**src/design/lrs_pkg.sv**
```systemverilog
// Package: shared types and constants of the LRU recency stack.
package lrs_pkg;

  localparam int unsigned DEPTH    = 16;
  localparam int unsigned ID_WIDTH = 16;
  localparam int unsigned CNT_W    = $clog2(DEPTH + 1);

  typedef enum logic [1:0] {
    OP_PUSH   = 2'd0,
    OP_REMOVE = 2'd1,
    OP_EVICT  = 2'd2
  } op_e;

  typedef enum logic [1:0] {
    ST_OK        = 2'd0,
    ST_NOT_FOUND = 2'd1,
    ST_FULL      = 2'd2,
    ST_EMPTY     = 2'd3
  } status_e;

  typedef struct packed {
    logic [ID_WIDTH-1:0] pid;
    logic [ID_WIDTH-1:0] aid;
  } entry_t;

  typedef struct packed {
    op_e         operation;
    logic [15:0] process_id;
    logic [15:0] alloc_id;
  } req_t;

  typedef struct packed {
    status_e     status;
    logic [15:0] out_process_id;
    logic [15:0] out_alloc_id;
    logic [4:0]  entry_count;
  } rsp_t;

  // Control broadcast to every cell for the current request.
  typedef struct packed {
    logic   push;
    logic   remove;
    logic   evict;
    entry_t key;
  } cell_ctl_t;

endpackage

```
**src/design/lru_recency_stack_top.sv**
```systemverilog
// Module: top level of the LRU recency stack, a row of cells with a shared count.
//
// A request is taken at any clock edge where start is high; busy stays low, so one
// request enters every cycle. Its response appears on rsp_o one cycle later, marked
// by done_o for exactly one cycle, and must be captured then: there is no stall.
// The stack is a row of DEPTH cells, cell 0 the most recent entry. A push shifts
// every cell down one place and loads the new entry into cell 0; a remove compares
// the key in all cells at once, takes the topmost match and shifts the cells below
// it up one place; an evict drops the bottom occupied cell. Each operation finishes
// in the single cycle the cells take to compare and shift. A push onto a full stack
// is refused with status full, a remove with no match reports not found, and a
// remove or evict on an empty stack reports empty. Returned ids are zero unless an
// entry left the stack; entry_count is the number held after the operation.
module lru_recency_stack_top
  import lrs_pkg::*;
(
  input  logic clk_i,
  input  logic rst_ni,
  input  logic start,
  output logic busy,
  input  req_t req_i,
  output logic done_o,
  output rsp_t rsp_o
);

  logic [CNT_W-1:0] count_q, count_d;
  logic             done_q;
  rsp_t             rsp_q, rsp_d;
  cell_ctl_t        ctl;
  logic             accept, full, empty, found;

  logic   [DEPTH:0]   hit;
  logic   [DEPTH:0]   occ;
  entry_t [DEPTH:0]   sel;
  entry_t [DEPTH-1:0] data;

  assign busy   = 1'b0;
  assign accept = start && !busy;
  assign full   = (count_q == CNT_W'(DEPTH));
  assign empty  = (count_q == '0);

  // Broadcast the decoded request; refused operations do not touch the cells.
  always_comb begin
    ctl.key.pid = ID_WIDTH'(req_i.process_id);
    ctl.key.aid = ID_WIDTH'(req_i.alloc_id);
    ctl.push    = accept && (req_i.operation == OP_PUSH) && !full;
    ctl.remove  = accept && (req_i.operation == OP_REMOVE);
    ctl.evict   = accept && (req_i.operation == OP_EVICT);
  end

  // Seed the match and selection chains at the top of the row.
  assign hit[0] = 1'b0;
  assign sel[0] = '0;
  assign occ[DEPTH] = 1'b0;
  assign found = hit[DEPTH];

  for (genvar gi = 0; gi < DEPTH; gi++) begin : g_cell
    entry_t up_data, dn_data;

    assign occ[gi] = (CNT_W'(gi) < count_q);

    if (gi == 0) begin : g_top
      assign up_data = ctl.key;
    end else begin : g_mid
      assign up_data = data[gi-1];
    end

    if (gi == DEPTH - 1) begin : g_bot
      assign dn_data = '0;
    end else begin : g_low
      assign dn_data = data[gi+1];
    end

    lrs_cell u_cell (
      .clk_i      (clk_i),
      .ctl_i      (ctl),
      .occ_i      (occ[gi]),
      .occ_next_i (occ[gi+1]),
      .up_data_i  (up_data),
      .dn_data_i  (dn_data),
      .hit_i      (hit[gi]),
      .hit_o      (hit[gi+1]),
      .sel_i      (sel[gi]),
      .sel_o      (sel[gi+1]),
      .data_o     (data[gi])
    );
  end

  // Build the response and the next count.
  always_comb begin
    rsp_d   = '0;
    count_d = count_q;
    rsp_d.status = ST_OK;
    unique case (req_i.operation)
      OP_PUSH: begin
        if (full) begin
          rsp_d.status = ST_FULL;
        end else begin
          count_d = count_q + CNT_W'(1);
        end
      end
      OP_REMOVE: begin
        if (empty) begin
          rsp_d.status = ST_EMPTY;
        end else if (!found) begin
          rsp_d.status = ST_NOT_FOUND;
        end else begin
          count_d = count_q - CNT_W'(1);
        end
      end
      OP_EVICT: begin
        if (empty) begin
          rsp_d.status = ST_EMPTY;
        end else begin
          count_d = count_q - CNT_W'(1);
        end
      end
      default: begin
        count_d = count_q;
      end
    endcase
    rsp_d.out_process_id = 16'(sel[DEPTH].pid);
    rsp_d.out_alloc_id   = 16'(sel[DEPTH].aid);
    rsp_d.entry_count    = 5'(count_d);
  end

  always_ff @(posedge clk_i or negedge rst_ni) begin
    if (!rst_ni) begin
      count_q <= '0;
      done_q  <= 1'b0;
    end else begin
      done_q <= accept;
      if (accept) begin
        count_q <= count_d;
      end
    end
  end

  // Hold the response payload; the strobe marks when it is fresh.
  always_ff @(posedge clk_i) begin
    if (accept) begin
      rsp_q <= rsp_d;
    end
  end

  assign done_o = done_q;
  assign rsp_o  = rsp_q;

  // Count never exceeds the number of cells.
  a_count_bound: assert property (@(posedge clk_i) disable iff (!rst_ni)
    count_q <= CNT_W'(DEPTH))
    else $error("entry count above depth");

  // Every request yields exactly one response in the next cycle.
  a_done_follows: assert property (@(posedge clk_i) disable iff (!rst_ni)
    accept |=> done_o)
    else $error("response strobe missing");

  a_no_spurious_done: assert property (@(posedge clk_i) disable iff (!rst_ni)
    !accept |=> !done_o)
    else $error("response strobe without request");

  // An accepted push on a non-full stack raises the count by one.
  a_push_grows: assert property (@(posedge clk_i) disable iff (!rst_ni)
    ctl.push |=> (count_q == $past(count_q) + CNT_W'(1)))
    else $error("push did not grow the stack");

  // A successful remove returns the requested key.
  a_remove_key: assert property (@(posedge clk_i) disable iff (!rst_ni)
    (ctl.remove && found) |=> (rsp_o.status == ST_OK
      && rsp_o.out_process_id == $past(req_i.process_id)
      && rsp_o.out_alloc_id == $past(req_i.alloc_id)))
    else $error("remove returned wrong entry");

endmodule

```
**src/design/lrs_cell.sv**
```systemverilog
// Module: one stack cell holding one entry, with match and hand-off logic.
module lrs_cell
  import lrs_pkg::*;
(
  input  logic      clk_i,
  input  cell_ctl_t ctl_i,
  input  logic      occ_i,
  input  logic      occ_next_i,
  input  entry_t    up_data_i,
  input  entry_t    dn_data_i,
  input  logic      hit_i,
  output logic      hit_o,
  input  entry_t    sel_i,
  output entry_t    sel_o,
  output entry_t    data_o
);

  entry_t data_q, data_d;
  logic   match, take, pick;

  assign match = occ_i && (data_q == ctl_i.key);
  assign hit_o = hit_i | match;
  // Topmost match leaves the stack; the bottom occupied cell is the evict victim.
  assign take  = ctl_i.remove && match && !hit_i;
  assign pick  = ctl_i.evict && occ_i && !occ_next_i;
  assign sel_o = (take || pick) ? data_q : sel_i;
  assign data_o = data_q;

  always_comb begin
    data_d = data_q;
    if (ctl_i.push) begin
      data_d = up_data_i;
    end else if (ctl_i.remove && hit_o) begin
      data_d = dn_data_i;
    end
  end

  always_ff @(posedge clk_i) begin
    data_q <= data_d;
  end

endmodule
```
**config.mk**
```make
export PLATFORM = sky130hd
export DESIGN_NAME = lru_recency_stack_top
export DESIGN_NICKNAME = d
export VERILOG_FILES = /design/src/design/lrs_pkg.sv /design/src/design/lru_recency_stack_top.sv /design/src/design/lrs_cell.sv
export SDC_FILE = /design/constraint.sdc
export NUM_CORES = 2
export LEC_CHECK = 0
export BUFFER_PORTS_ARGS = -buffer_cell sky130_fd_sc_hd__buf_2
export CORE_UTILIZATION = 40
export CTS_BUF_LIST = sky130_fd_sc_hd__clkbuf_8
export CTS_CLUSTER_DIAMETER = 120
export DETAILED_ROUTE_END_ITERATION = 6
export PLACE_DENSITY_LB_ADDON = 0.3
export SLEW_MARGIN = 30
export SYNTH_ARGS = -nofsm -noshare
export SYNTH_HDL_FRONTEND = slang
export SYNTH_SLANG_ARGS = --single-unit
export TNS_END_PERCENT = 10
```
**constraint.sdc**
```tcl
create_clock -name clk_i -period 7.7 [get_ports clk_i]
set_input_delay 0.385 -clock clk_i [delete_from_list [all_inputs] [get_ports clk_i]]
set_output_delay 0.385 -clock clk_i [all_outputs]
set_load 0.005 [all_outputs]
```
==> impl_metrics.env <==
export IMPL_hp_start="req_i[33]"
export IMPL_synth_edf_count=551
export IMPL_setup_viol=0
export IMPL_seq_area_frac_synth_pct=48.0
export IMPL_die_h_um=297
export IMPL_grt_total_usage_pct=33.2
export IMPL_overflow=0
export IMPL_yosys_area_share_simple_pct=23.5
export IMPL_synthFlopType="edfxtp_1"
export IMPL_place_ws_ns=1.99
export IMPL_cts_sinks=557
export IMPL_critical_path_startpoint_type="flip-flop"
export IMPL_synth_fa_ha_area_share_pct=0.144
export IMPL_fillers=8485
export IMPL_placementRows=107
export IMPL_maxCapViolations=0
export IMPL_num_nets_final=3849
export IMPL_wl_um=151000
export IMPL_hpwl_um=106000
export IMPL_cts_tree="yes"
export IMPL_wl_per_cell_um=30.0
export IMPL_ant_nets=0
export IMPL_muxShareOfSynthArea_pct=1.41
export IMPL_die_area_um2=88200
export IMPL_coreArea_um2=85700
export IMPL_drt_met1_wl_um=62400
export IMPL_hold_end="rsp_o[37]$_DFFE_PP_"
export IMPL_hold_depth=2
export IMPL_wl_met3_um=18900
export IMPL_max_vdd_ir_drop_mv=0.138
export IMPL_cts_max_level=3
export IMPL_critPathMaxFanout=33
export IMPL_grt_pass1_wl_um=213000
export IMPL_root_buffer="clkbuf_8"
export IMPL_wl_met2_um=63200
export IMPL_synth_cells=3834
export IMPL_drt_iter0_drc=5000
export IMPL_tightest_slew_ns=1.08
export IMPL_slew_viol_final=0
export IMPL_ys_async_sr_fraction_pct=1.08
export IMPL_hold_viol_final=0
export IMPL_ys_types=77
export IMPL_synthXorXnorAreaFrac_pct=13.2
export IMPL_pin_count=78
export IMPL_vias=31100
export IMPL_synth_top_family_by_area="simple AND/OR/NAND/NOR gates"
export IMPL_cts_buffers=98
export IMPL_drive_above_1_share_pct=8.13
export IMPL_tns_ns=0
export IMPL_antenna_found_initial=4
export IMPL_clk_pin_slew_ns=0.06
export IMPL_crit_required_ns=8.13
export IMPL_synth_nets=3875
export IMPL_rsz0062_at_grt="false"
export IMPL_synth_compound_area_share_pct=10.0
export IMPL_path_class="flip-flop to flip-flop"
export IMPL_r2r_slack_ns=1.75
export IMPL_power_leakage_nw=14.9
export IMPL_synth_seq_cells=557
export IMPL_cp_arrival_ns=6.38
export IMPL_reg2reg_from="count_q[2]$_DFFE_PN0P_"
export IMPL_clockBufferDepth=3
export IMPL_dr_pass1_iters=7
export IMPL_syn_area_per_cell_um2=9.07
export IMPL_max_freq_ghz=0.168
export IMPL_slew_headroom_pct=28.1
export IMPL_gp_congestion=1.03
export IMPL_drc_errors=0
export IMPL_initial_core_util_pct=40.6
export IMPL_dieWidth_um=297
export IMPL_port_buffers=76
export IMPL_grt_start_max_net_pins=192
export IMPL_fin_skew_ns=0.0497
export IMPL_highest_signal_layer="met5"
export IMPL_powerDensity_nw_per_um2=212
export IMPL_insertion_delay_ns=0.76
export IMPL_hold_class="input port to flip-flop"
export IMPL_r2r_worst_path_cells=12
export IMPL_synthToLayoutAreaGrowth_pct=9.04
export IMPL_min_period_over_period_pct=77.3
export IMPL_final_min_clock_period_ns=5.95
export IMPL_cp_end_kind="flip-flop"
export IMPL_ys_warn_count=0
export IMPL_fin_ws_ns=1.75
export IMPL_r2r_end="rsp_o[9]$_DFFE_PP_"
export IMPL_vias_per_cell=6.18
export IMPL_status="finished, final reports clean"
export IMPL_syn_cell_area_um2=34800
export IMPL_grt_pass1_vias=28700
[report_power, final]
part | total [W] | switching [W] | leakage [nW] | internal, W
clock | 0.00269 | 0.00139 | 0.997 | 0.00130
sequential | 0.00389 | 0.000313 | 5.19 | 0.00358
combinational | 0.00144 | 0.000985 | 8.69 | 0.000457
total | 0.00803 | 0.00269 | 14.9 | 0.00534
[synthesized netlist by cell type (all sizes together), types with 28 or more instances]
master	instances	share of area, %
nand4	113	2.1
a21oi	99	1.4
clkbuf	160	1.7
xor2	241	6.1
o22ai	60	1.1
and3	38	0.68
a22o	29	0.73
nor2	71	0.77
xnor2	279	7.1
nor4	75	1.4
edfxtp	551	48
buf	108	1.8
nor3	28	0.43
nand2	1496	16
o21ai	48	0.69
nand3	43	0.62
mux2i	48	1.4
a31oi	42	0.77
[final cells by class]
cell class,count,area [um^2],share of cell area [%]
inverter,18,67.6,0.178
tap,1144,1430,3.77
clock inverter,80,460,1.21
antenna,3,7.51,0.0198
sequential,557,16700,44.0
multi-input combinational,2991,17000,44.7
timing repair buffer,142,961,2.53
clock buffer,98,1350,3.56
[cells by family (layout without fill, tap and decap cells)]
| kind of cell | count (synthesis) | count (layout) |
|---|---|---|
| buf+inv | 286 | 338 |
| compound gates | 486 | 486 |
| xor+xnor | 520 | 520 |
| flops | 557 | 557 |
| other cells | 1 | 4 |
| simple gates | 1931 | 1931 |
| mux | 49 | 49 |
| fa+ha+maj | 4 | 4 |
[worst max-delay path, stage by stage (launching register included)]
cell      delay, ns
dfrtp_1        0.72
nor3_2         0.93
a211oi_1       0.17
nand3_1        0.20
or3_1          0.31
nand4_4        0.34
nor3_2         0.79
a22o_1         0.24
buf_4          0.42
or2_2          0.91
nor2_1         0.10
o21ai_0        0.17
a31oi_1        0.21
[sequential cells by signal (all words and copies together), names as in the netlist]
signal / flops
g_cell.u_cell.data_o: 512
rsp_o: 39
count_q: 5
done_o: 1
[through the flow]
step / std cells / util (%) / total power, W / instance area (um^2) / hold WS [ns]
final: 5033 / 44.3 / 0.00803 / 37900 / 0.0962
after global routing: 5031 / 44.3 / 0.00824 / 37900 / 0.128
after CTS: 5029 / 44.2 / 0.00798 / 37900 / 0.0427
after detailed placement: 4849 / 42.1 / 0.00532 / 36100 / 0.230
after global placement: 4847 / 42.0 / 0.00531 / 36000 / 0.226
after floorplan: 3834 / - / 0.00470 / 34800 / 0.0894
[cells in the final DEF, fill, tap and decap left out, types with 29 or more instances in the layout]
cell / count
clkinv_1: 30
xnor2_1: 274
buf_2: 76
mux2i_1: 48
nand3_1: 43
xor2_1: 241
clkbuf_8: 98
a21oi_1: 99
nand2_1: 1493
a22o_1: 29
buf_4: 58
and3_1: 38
o21ai_0: 46
nor2_1: 70
o22ai_1: 59
inv_1: 41
edfxtp_1: 551
nor4_1: 73
nand4_1: 112
a31oi_1: 37
[worst max-delay path by stage]
stage / from / end
6_report: count_q[2]$_DFFE_PN0P_ / rsp_o[9]$_DFFE_PP_
2_1_floorplan: count_q[1]$_DFFE_PN0P_ / g_cell[10].u_cell.data_o[0]$_DFFE_PP_
4_1_cts: count_q[2]$_DFFE_PN0P_ / rsp_o[29]$_DFFE_PP_
3_5_place_dp: count_q[2]$_DFFE_PN0P_ / rsp_o[29]$_DFFE_PP_
5_1_grt: count_q[2]$_DFFE_PN0P_ / rsp_o[29]$_DFFE_PP_
3_3_place_gp: count_q[2]$_DFFE_PN0P_ / rsp_o[29]$_DFFE_PP_
[timing repair]
item | in CTS | in global routing
hold endpoints to repair | 6 | 0
resized for setup | 0 | 0
buffers inserted | 0 | 0
hold buffers | 2 | 0
[metal layers]
layer | vias up | global-route usage [%]
met5 | - | 0
met4 | 4 | 13.2
met3 | 300 | 8.13
met2 | 2205 | 47.4
met1 | 15300 | 47.9
li1 | 13300 | -
Power figures use the tool's default switching activity.
